**src/hdl/cmsd_pkg.sv**
```systemverilog
`timescale 1ns / 1ps
`default_nettype none

package cmsd_pkg;

    // sample limits
    localparam int MAX_SAMPLES = 1024;
    localparam int CNT_W       = $clog2(MAX_SAMPLES + 1);

    // field widths
    localparam int SAMPLE_W = 24;
    localparam int SUM_W    = 34;
    localparam int SQS_W    = 56;
    localparam int PROD_W   = 2 * SAMPLE_W;

    // iterative unit
    localparam int DIV_STEPS  = SQS_W;
    localparam int ROOT_STEPS = SQS_W / 2;
    localparam int STEP_W     = $clog2(DIV_STEPS);
    localparam int DEN_W      = CNT_W + 1;
    localparam int REM_W      = DEN_W;
    localparam int ALU_W      = SQS_W + 1;

    typedef struct packed {
        logic signed [SAMPLE_W-1:0] sample_value;
        logic                       last_of_column;
    } t_in_item;

    typedef struct packed {
        logic signed [SAMPLE_W-1:0] column_mean;
        logic [SAMPLE_W-1:0]        column_std_dev;
        logic                       count_overflow;
    } t_out_item;

endpackage

`default_nettype wire

```
**src/hdl/cmsd_in_if.sv**
```systemverilog
`timescale 1ns / 1ps
`default_nettype none

interface cmsd_in_if;
    logic               valid;
    logic               ready;
    cmsd_pkg::t_in_item data;

    modport source (output valid, output data, input ready);
    modport sink   (input valid, input data, output ready);
endinterface

`default_nettype wire

```
**src/hdl/cmsd_out_if.sv**
```systemverilog
`timescale 1ns / 1ps
`default_nettype none

interface cmsd_out_if;
    logic                valid;
    logic                ready;
    cmsd_pkg::t_out_item data;

    modport source (output valid, output data, input ready);
    modport sink   (input valid, input data, output ready);
endinterface

`default_nettype wire

```
**src/hdl/column_mean_and_std_dev.sv**
```systemverilog
`timescale 1ns / 1ps
`default_nettype none

// Column statistics: samples of one column arrive one transfer at a time as signed
// Q8.16 values, the final one marked by last_of_column. Each sample is accepted,
// squared on the shared multiplier and accumulated. Up to MAX_SAMPLES samples
// are accumulated; further ones only raise count_overflow. On the marked sample the
// block emits one result: the mean (rounded to nearest, ties away from zero) and the
// population standard deviation floor(sqrt(floor(sumsq/n) - mean^2)), clamped at
// zero and saturated to 24 bits; an empty column gives zeros. Otherwise, after the
// column end and before the result is offered: a setup state, then one shared
// compare/subtract unit runs a 56-step restoring divide for the mean and a 56-step
// divide for the mean square, the multiplier squares the mean, the variance is
// formed and the square root runs 28 steps. The result is held until taken; the
// next sample is accepted after.

module column_mean_and_std_dev (
    input  wire             i_clk,
    input  wire             i_rst_n,
    cmsd_in_if.sink         i_in,
    cmsd_out_if.source      o_out
);

    typedef enum logic [3:0] {
        S_IDLE, S_SQR, S_ACC, S_FIN, S_DIVM, S_DIVV, S_MSQ, S_VAR, S_ROOT, S_OUT
    } t_state;

    t_state r_state;

    // accumulators
    logic signed [cmsd_pkg::SUM_W-1:0] r_sum;
    logic [cmsd_pkg::SQS_W-1:0]        r_sqs;
    logic [cmsd_pkg::CNT_W-1:0]        r_count;
    logic                              r_ovf_seen;

    // sample in work
    logic [cmsd_pkg::SAMPLE_W-1:0]     r_x;
    logic [cmsd_pkg::SAMPLE_W-1:0]     r_mag;
    logic                              r_last;

    // shared unit state
    logic [cmsd_pkg::PROD_W-1:0]       r_prod;
    logic [cmsd_pkg::SQS_W-1:0]        r_quo;
    logic [cmsd_pkg::REM_W-1:0]        r_rem;
    logic [cmsd_pkg::DEN_W-1:0]        r_den;
    logic [cmsd_pkg::STEP_W-1:0]       r_step;
    logic [cmsd_pkg::SAMPLE_W-1:0]     r_mmag;
    logic                              r_neg;
    logic [cmsd_pkg::SQS_W-1:0]        r_rad;
    logic [cmsd_pkg::ALU_W-1:0]        r_root;
    logic [cmsd_pkg::SQS_W-1:0]        r_bit;

    // result register
    logic                              r_ovalid;
    cmsd_pkg::t_out_item               r_odata;

    // combinational helpers
    logic [cmsd_pkg::SAMPLE_W-1:0]     mul_op;
    logic [cmsd_pkg::PROD_W-1:0]       mul_res;
    logic [cmsd_pkg::ALU_W-1:0]        alu_a;
    logic [cmsd_pkg::ALU_W-1:0]        alu_b;
    logic [cmsd_pkg::ALU_W:0]          alu_diff;
    logic                              alu_borrow;
    logic                              q_bit;
    logic [cmsd_pkg::SQS_W-1:0]        quo_next;
    logic [cmsd_pkg::REM_W-1:0]        rem_next;
    logic [cmsd_pkg::ALU_W-1:0]        root_next;
    logic [cmsd_pkg::SQS_W:0]          sqs_sum;
    logic [cmsd_pkg::SUM_W-1:0]        smag;
    logic [cmsd_pkg::SUM_W:0]          mean_num;
    logic [cmsd_pkg::SAMPLE_W-1:0]     in_mag;
    logic [cmsd_pkg::SAMPLE_W-1:0]     mean_mag;
    logic [cmsd_pkg::SAMPLE_W-1:0]     sd_sat;

    assign i_in.ready  = (r_state == S_IDLE);
    assign o_out.valid = r_ovalid;
    assign o_out.data  = r_odata;

    // magnitude of the incoming sample
    assign in_mag = i_in.data.sample_value[cmsd_pkg::SAMPLE_W-1]
                    ? cmsd_pkg::SAMPLE_W'(-i_in.data.sample_value)
                    : cmsd_pkg::SAMPLE_W'(i_in.data.sample_value);

    // shared squarer
    assign mul_op  = (r_state == S_SQR) ? r_mag : r_mmag;
    assign mul_res = cmsd_pkg::PROD_W'(mul_op) * cmsd_pkg::PROD_W'(mul_op);

    // shared compare/subtract unit
    always_comb begin
        unique case (r_state)
            S_DIVM, S_DIVV: begin
                alu_a = cmsd_pkg::ALU_W'({r_rem, r_quo[cmsd_pkg::SQS_W-1]});
                alu_b = cmsd_pkg::ALU_W'(r_den);
            end
            S_VAR: begin
                alu_a = {1'b0, r_quo};
                alu_b = cmsd_pkg::ALU_W'(r_prod);
            end
            S_ROOT: begin
                alu_a = {1'b0, r_rad};
                alu_b = r_root + {1'b0, r_bit};
            end
            default: begin
                alu_a = '0;
                alu_b = '0;
            end
        endcase
        alu_diff   = {1'b0, alu_a} - {1'b0, alu_b};
        alu_borrow = alu_diff[cmsd_pkg::ALU_W];
    end

    // divider step
    assign q_bit    = ~alu_borrow;
    assign quo_next = {r_quo[cmsd_pkg::SQS_W-2:0], q_bit};
    assign rem_next = q_bit ? alu_diff[cmsd_pkg::REM_W-1:0]
                            : {r_rem[cmsd_pkg::REM_W-2:0], r_quo[cmsd_pkg::SQS_W-1]};
    assign mean_mag = quo_next[cmsd_pkg::SAMPLE_W-1:0];

    // root step and saturation
    assign root_next = alu_borrow ? (r_root >> 1)
                                  : ((r_root >> 1) + {1'b0, r_bit});
    assign sd_sat = (|root_next[cmsd_pkg::ALU_W-1:cmsd_pkg::SAMPLE_W])
                    ? '1 : root_next[cmsd_pkg::SAMPLE_W-1:0];

    // saturating square sum
    assign sqs_sum = {1'b0, r_sqs} + (cmsd_pkg::SQS_W + 1)'(r_prod);

    // rounded-mean numerator: 2*|sum| + n
    assign smag     = r_sum[cmsd_pkg::SUM_W-1] ? cmsd_pkg::SUM_W'(-r_sum)
                                               : cmsd_pkg::SUM_W'(r_sum);
    assign mean_num = {smag, 1'b0} + (cmsd_pkg::SUM_W + 1)'(r_count);

    // sequencer
    always_ff @(posedge i_clk) begin
        if (!i_rst_n) begin
            r_state    <= S_IDLE;
            r_sum      <= '0;
            r_sqs      <= '0;
            r_count    <= '0;
            r_ovf_seen <= 1'b0;
            r_ovalid   <= 1'b0;
        end else begin
            unique case (r_state)
                S_IDLE: begin
                    if (i_in.valid) begin
                        r_x    <= i_in.data.sample_value;
                        r_mag  <= in_mag;
                        r_last <= i_in.data.last_of_column;
                        if (32'(r_count) < cmsd_pkg::MAX_SAMPLES) begin
                            r_state <= S_SQR;
                        end else begin
                            r_ovf_seen <= 1'b1;
                            r_state    <= i_in.data.last_of_column ? S_FIN : S_IDLE;
                        end
                    end
                end
                S_SQR: begin
                    r_prod  <= mul_res;
                    r_state <= S_ACC;
                end
                S_ACC: begin
                    r_sum   <= r_sum + {{(cmsd_pkg::SUM_W - cmsd_pkg::SAMPLE_W)
                                         {r_x[cmsd_pkg::SAMPLE_W-1]}}, r_x};
                    r_sqs   <= sqs_sum[cmsd_pkg::SQS_W] ? '1
                                                        : sqs_sum[cmsd_pkg::SQS_W-1:0];
                    r_count <= r_count + 1'b1;
                    r_state <= r_last ? S_FIN : S_IDLE;
                end
                S_FIN: begin
                    // empty column gives zero outputs
                    if (r_count == '0) begin
                        r_odata.column_mean    <= '0;
                        r_odata.column_std_dev <= '0;
                        r_odata.count_overflow <= r_ovf_seen;
                        r_ovalid               <= 1'b1;
                        r_state                <= S_OUT;
                    end else begin
                        r_neg   <= r_sum[cmsd_pkg::SUM_W-1];
                        r_quo   <= cmsd_pkg::SQS_W'(mean_num);
                        r_rem   <= '0;
                        r_den   <= {r_count, 1'b0};
                        r_step  <= cmsd_pkg::STEP_W'(cmsd_pkg::DIV_STEPS - 1);
                        r_state <= S_DIVM;
                    end
                end
                S_DIVM: begin
                    if (r_step == '0) begin
                        // mean done, start sumsq / n
                        r_mmag  <= mean_mag;
                        r_quo   <= r_sqs;
                        r_rem   <= '0;
                        r_den   <= cmsd_pkg::DEN_W'(r_count);
                        r_step  <= cmsd_pkg::STEP_W'(cmsd_pkg::DIV_STEPS - 1);
                        r_state <= S_DIVV;
                    end else begin
                        r_quo  <= quo_next;
                        r_rem  <= rem_next;
                        r_step <= r_step - 1'b1;
                    end
                end
                S_DIVV: begin
                    r_quo <= quo_next;
                    r_rem <= rem_next;
                    if (r_step == '0) begin
                        r_state <= S_MSQ;
                    end else begin
                        r_step <= r_step - 1'b1;
                    end
                end
                S_MSQ: begin
                    r_prod  <= mul_res;
                    r_state <= S_VAR;
                end
                S_VAR: begin
                    // clamp negative variance to zero
                    r_rad   <= alu_borrow ? '0 : alu_diff[cmsd_pkg::SQS_W-1:0];
                    r_root  <= '0;
                    r_bit   <= cmsd_pkg::SQS_W'(1) << (cmsd_pkg::SQS_W - 2);
                    r_step  <= cmsd_pkg::STEP_W'(cmsd_pkg::ROOT_STEPS - 1);
                    r_state <= S_ROOT;
                end
                S_ROOT: begin
                    if (!alu_borrow) begin
                        r_rad <= alu_diff[cmsd_pkg::SQS_W-1:0];
                    end
                    r_root <= root_next;
                    r_bit  <= r_bit >> 2;
                    if (r_step == '0) begin
                        r_odata.column_mean    <= r_neg ? cmsd_pkg::SAMPLE_W'(-r_mmag)
                                                        : r_mmag;
                        r_odata.column_std_dev <= sd_sat;
                        r_odata.count_overflow <= r_ovf_seen;
                        r_ovalid               <= 1'b1;
                        r_state                <= S_OUT;
                    end else begin
                        r_step <= r_step - 1'b1;
                    end
                end
                S_OUT: begin
                    // result transfer clears the column
                    if (o_out.ready) begin
                        r_ovalid   <= 1'b0;
                        r_sum      <= '0;
                        r_sqs      <= '0;
                        r_count    <= '0;
                        r_ovf_seen <= 1'b0;
                        r_state    <= S_IDLE;
                    end
                end
                default: begin
                    r_state <= S_IDLE;
                end
            endcase
        end
    end

endmodule

`default_nettype wire
```
**src/flat_wrapper.sv**
```systemverilog
// flat-port wrapper written by rule: the top's interface ports become plain ports
module column_mean_and_std_dev_flat 
  (i_clk, i_rst_n, i_in_valid, i_in_data, i_in_ready, o_out_valid, o_out_data, o_out_ready);
  cmsd_in_if i_in_i ();
  cmsd_out_if o_out_i ();
  input  wire i_clk;
  input  wire i_rst_n;
  input wire logic [$bits(i_in_i.valid)-1:0] i_in_valid;
  input wire logic [$bits(i_in_i.data)-1:0] i_in_data;
  output wire logic [$bits(i_in_i.ready)-1:0] i_in_ready;
  output wire logic [$bits(o_out_i.valid)-1:0] o_out_valid;
  output wire logic [$bits(o_out_i.data)-1:0] o_out_data;
  input wire logic [$bits(o_out_i.ready)-1:0] o_out_ready;
  assign i_in_i.valid = i_in_valid;
  assign i_in_i.data = i_in_data;
  assign i_in_ready = i_in_i.ready;
  assign o_out_valid = o_out_i.valid;
  assign o_out_data = o_out_i.data;
  assign o_out_i.ready = o_out_ready;
  column_mean_and_std_dev u_core (.i_clk(i_clk), .i_rst_n(i_rst_n), .i_in(i_in_i), .o_out(o_out_i));
endmodule
```
**config.mk**
```make
export PLATFORM = sky130hd
export DESIGN_NAME = column_mean_and_std_dev_flat
export DESIGN_NICKNAME = d
export VERILOG_FILES = /design/src/hdl/cmsd_pkg.sv /design/src/hdl/cmsd_in_if.sv /design/src/hdl/cmsd_out_if.sv /design/src/hdl/column_mean_and_std_dev.sv /design/src/flat_wrapper.sv
export SDC_FILE = /design/constraint.sdc
export NUM_CORES = 2
export LEC_CHECK = 0
export ABC_AREA = 1
export BUFFER_PORTS_ARGS = -buffer_cell sky130_fd_sc_hd__buf_2
export CAP_MARGIN = 20
export CORE_MARGIN = 1.5
export CORE_UTILIZATION = 60
export CTS_BUF_LIST = sky130_fd_sc_hd__clkbuf_8 sky130_fd_sc_hd__clkbuf_16
export CTS_CLUSTER_DIAMETER = 150
export DETAILED_ROUTE_END_ITERATION = 6
export PLACE_DENSITY = 0.76
export SLEW_MARGIN = 40
export SYNTH_ARGS = -nofsm -noshare
export SYNTH_HDL_FRONTEND = slang
export SYNTH_SLANG_ARGS = --single-unit
```
**constraint.sdc**
```tcl
create_clock -name i_clk -period 17.8 [get_ports i_clk]
set_clock_uncertainty 0.05 [all_clocks]
set_input_delay 0.89 -clock i_clk [delete_from_list [all_inputs] [get_ports i_clk]]
set_output_delay 0.89 -clock i_clk [all_outputs]
set_load 0.05 [all_outputs]
```
==> results by group <==
Global route
  – Remaining Overflow, GRT: 0
  – Antenna violations before repair: 1
  – Global-route wire length before repair: 261800 um
  – Vias in the first global route: 47270
  – GRT Util Overall: 37.48%
  – Maximum number of pins on one net before global-route repair: 82

Layout
  – Layout Utilization: 64.49%
  – Layout Nets: 7936
  – Finished layout cell area: 56900 um^2
  – Fin cells: 8316
  – Share of cells above drive strength 1: 4.406%
  – Area occupied by registers: 14030 um^2
  – Multi-input gate area: 33450 um^2
  – Area growth syn-to-layout: 6.818%
  – Fill cells: 7773

Setup path
  – Largest fanout on the critical path: 50
  – Most used cell, CP: inv_1
  – Critical path's slowest cell: clkinv_1
  – CP startpoint kind: flip-flop
  – Crit path largest cell delay: 0.86 ns
  – Worst EP required: 18.15 ns
  – Worst path bufs/invs: 12
  – Crit path max-delay family: adder cells
  – Critical path class: reg -> reg
  – CP Capture Type: flip-flop
  – Critical path data arrival time: 9.76 ns

Status
  – Status: completed

Logic synthesis
  – Synthesized net count: 7912
  – Library cells used by synthesis: 61
  – Yosys top cell area share: 22.32%
  – Post-synth EDFFs: 396
  – Count leader, synth: nand2_1
  – Synthesized area per cell: 7.528 um^2
  – Proportion of synthesized area in mux cells: 0%
  – Top FF cell, synth: edfxtp_1
  – Sequential cell area fraction in the yosys report: 26.34%
  – Synth Area in Simple Gates: 20.72%
  – Ranking of synthesized cells by area: edfxtp_1, fa_1, nand2_1
  – Cells after Synth: 7077
  – Adder-Cell Fraction of Synth Area: 24.92%
  – Largest family of logic cells by synthesized area: adder cells
  – Synth cell count leaders: nand2_1, inv_1, nor2_1, a21oi_1, o21ai_0
  – Compound-Gate Fraction of Synth Area: 13.08%
  – Post-synth top area cell: edfxtp_1
  – Post-Synth XOR/XNOR Area: 3.911%
  – FF+latch count, synth: 503
  – Synth async-reset ratio: 0%
  – Synthesized area: 53270 um^2
  – Synth Warn #: 0

Route
  – Detail-routed via count per cell: 5.792
  – Routed Wire Length: 169900 um
  – Drt wl/cell: 20.43 um
  – Detailed Routing Iterations Pass 1: 7
  – DRC: 0
  – Vias: 48170
  – Final ANT Viol Nets: 0
  – Iter 0 DRT Violations: 4706

Flow run
  – Max Cap Viol: 0

Place
  – Dpl cells: 8206
  – Post-DP Area: 54900 um^2
  – Final HPWL DP: 135000 um
  – I/O Buffers: 79
  – Gpl congestion: 1.017

STA
  – Fmax: 106.3 MHz
  – Tmin final: 9.412 ns
  – Slew headroom: 39.07%
  – Hold Vio Cnt, Final: 0
  – Final Max Tran Viols: 0
  – RSZ-0062 raised after global routing: false
  – Final setup TNS: 0 ns
  – Period utilization: 52.87%
  – # setup viols final: 0
  – Worst-Margin Slew: 0.9140 ns

Floorplanning
  – Die X: 301.0 um
  – Starting Density: 60.37%
  – Die ar.: 90580 um^2
  – Core ar.: 88240 um^2
  – Die H: 301.0 um
  – # IOs: 80
  – Row count: 109

CTS
  – Worst skew pair latency: 0.71 ns
  – Total CTS buffers: 57
  – Clock root buffer master: clkbuf_16
  – Cts hold-fix bufs: 0
  – Clock buffer depth: 3
  – Clock sink count: 503
  – H-tree depth: 2
  – Worst-path clk slew: 0.07 ns
  – Resized cells post-CTS: 0
  – Setup Buffers After CTS: 0
  – CTS tree: done

Worst hold path
  – Hold Crit Class: in -> reg
## cell families (layout without fill, tap and decap cells)
family	after synthesis	count (layout)
buffers and inverters	1549	1622
and+or+nand+nor	2718	2718
adders and majority gates	806	806
xor gates and xnor gates	237	237
AOI/OAI and AO/OA	1264	1264
other	0	1
DFF	503	503
## worst paths after layout
kind | slack, ns | start | depth (start not counted) | to
setup / recovery | 8.39 | u_core.r_state[0] | 37 | u_core.r_prod[45]
hold / removal | 0.35 | i_in_data[0] | 1 | u_core.r_last
setup reg to reg | 8.39 | u_core.r_state[0] | 37 | u_core.r_prod[45]
hold reg to reg | 0.39 | u_core.r_ovf_seen | 0 | u_core.o_out.data[0]
## worst reg2reg max path: cells and delay by family, from the launching register on
kind	cells	cell delay, ns
DFF	1	0.41
and+or+nand+nor	12	1.60
AOI/OAI and AO/OA	4	1.29
buffers and inverters	12	1.76
xor gates and xnor gates	1	0.14
adders and majority gates	8	3.86
## layout by cell type (no fill, tap or decap), drive strengths merged, types with 16 or more instances in the layout
master	count
nand2	1503
inv	1388
nor2	755
a21oi	543
o21ai	463
fa	425
edfxtp	396
ha	381
nand3	262
xor2	136
buf	127
dfxtp	107
xnor2	101
nor3	77
clkbuf	65
a31oi	51
or2	42
nand4	39
a22oi	35
clkinv	33
a21o	32
o21bai	21
o21a	20
nor4	16
## sequential cells by signal, indices dropped and copies added (netlist names), 6 cells and up
name,cells
u_core.o_out.data,49
u_core.r_bit,28
u_core.r_count,11
u_core.r_den,12
u_core.r_mag,24
u_core.r_mmag,24
u_core.r_prod,47
u_core.r_quo,56
u_core.r_rad,56
u_core.r_rem,12
u_core.r_root,57
u_core.r_sqs,56
u_core.r_step,6
u_core.r_sum,34
u_core.r_x,23
## cell type report
| class | instances | share of cell area [%] |
|---|---|---|
| multi-input cells | 5025 | 58.79 |
| flip-flops and latches | 503 | 24.66 |
| inverters | 1387 | 9.156 |
| clock buffers | 65 | 2.700 |
| well taps | 1165 | 2.562 |
| repair buffers | 127 | 1.354 |
| clock inverters | 43 | 0.7718 |
| diodes | 1 | 0.004398 |
## routing by layer
layer / share of wire, % / track usage (%) / vias up
li1: - / - / 22720
met1: 40 / 48.58 / 22750
met2: 46 / 61.11 / 2251
met3: 8.7 / 6.190 / 438
met4: 5.4 / 18.15 / 0
met5: 0 / 0 / -
## stage by stage
stage	hold WS (ns)	worst slack, ns
6_report	0.3523	8.388
5_1_grt	0.3381	7.762
4_1_cts	0.3304	8.442
3_5_place_dp	0.3719	8.550
3_3_place_gp	0.3670	8.726
2_1_floorplan	0.3564	9.756
Power is not shown: default switching activity piles up to over one toggle a cycle in this logic, so the estimate is an artifact.
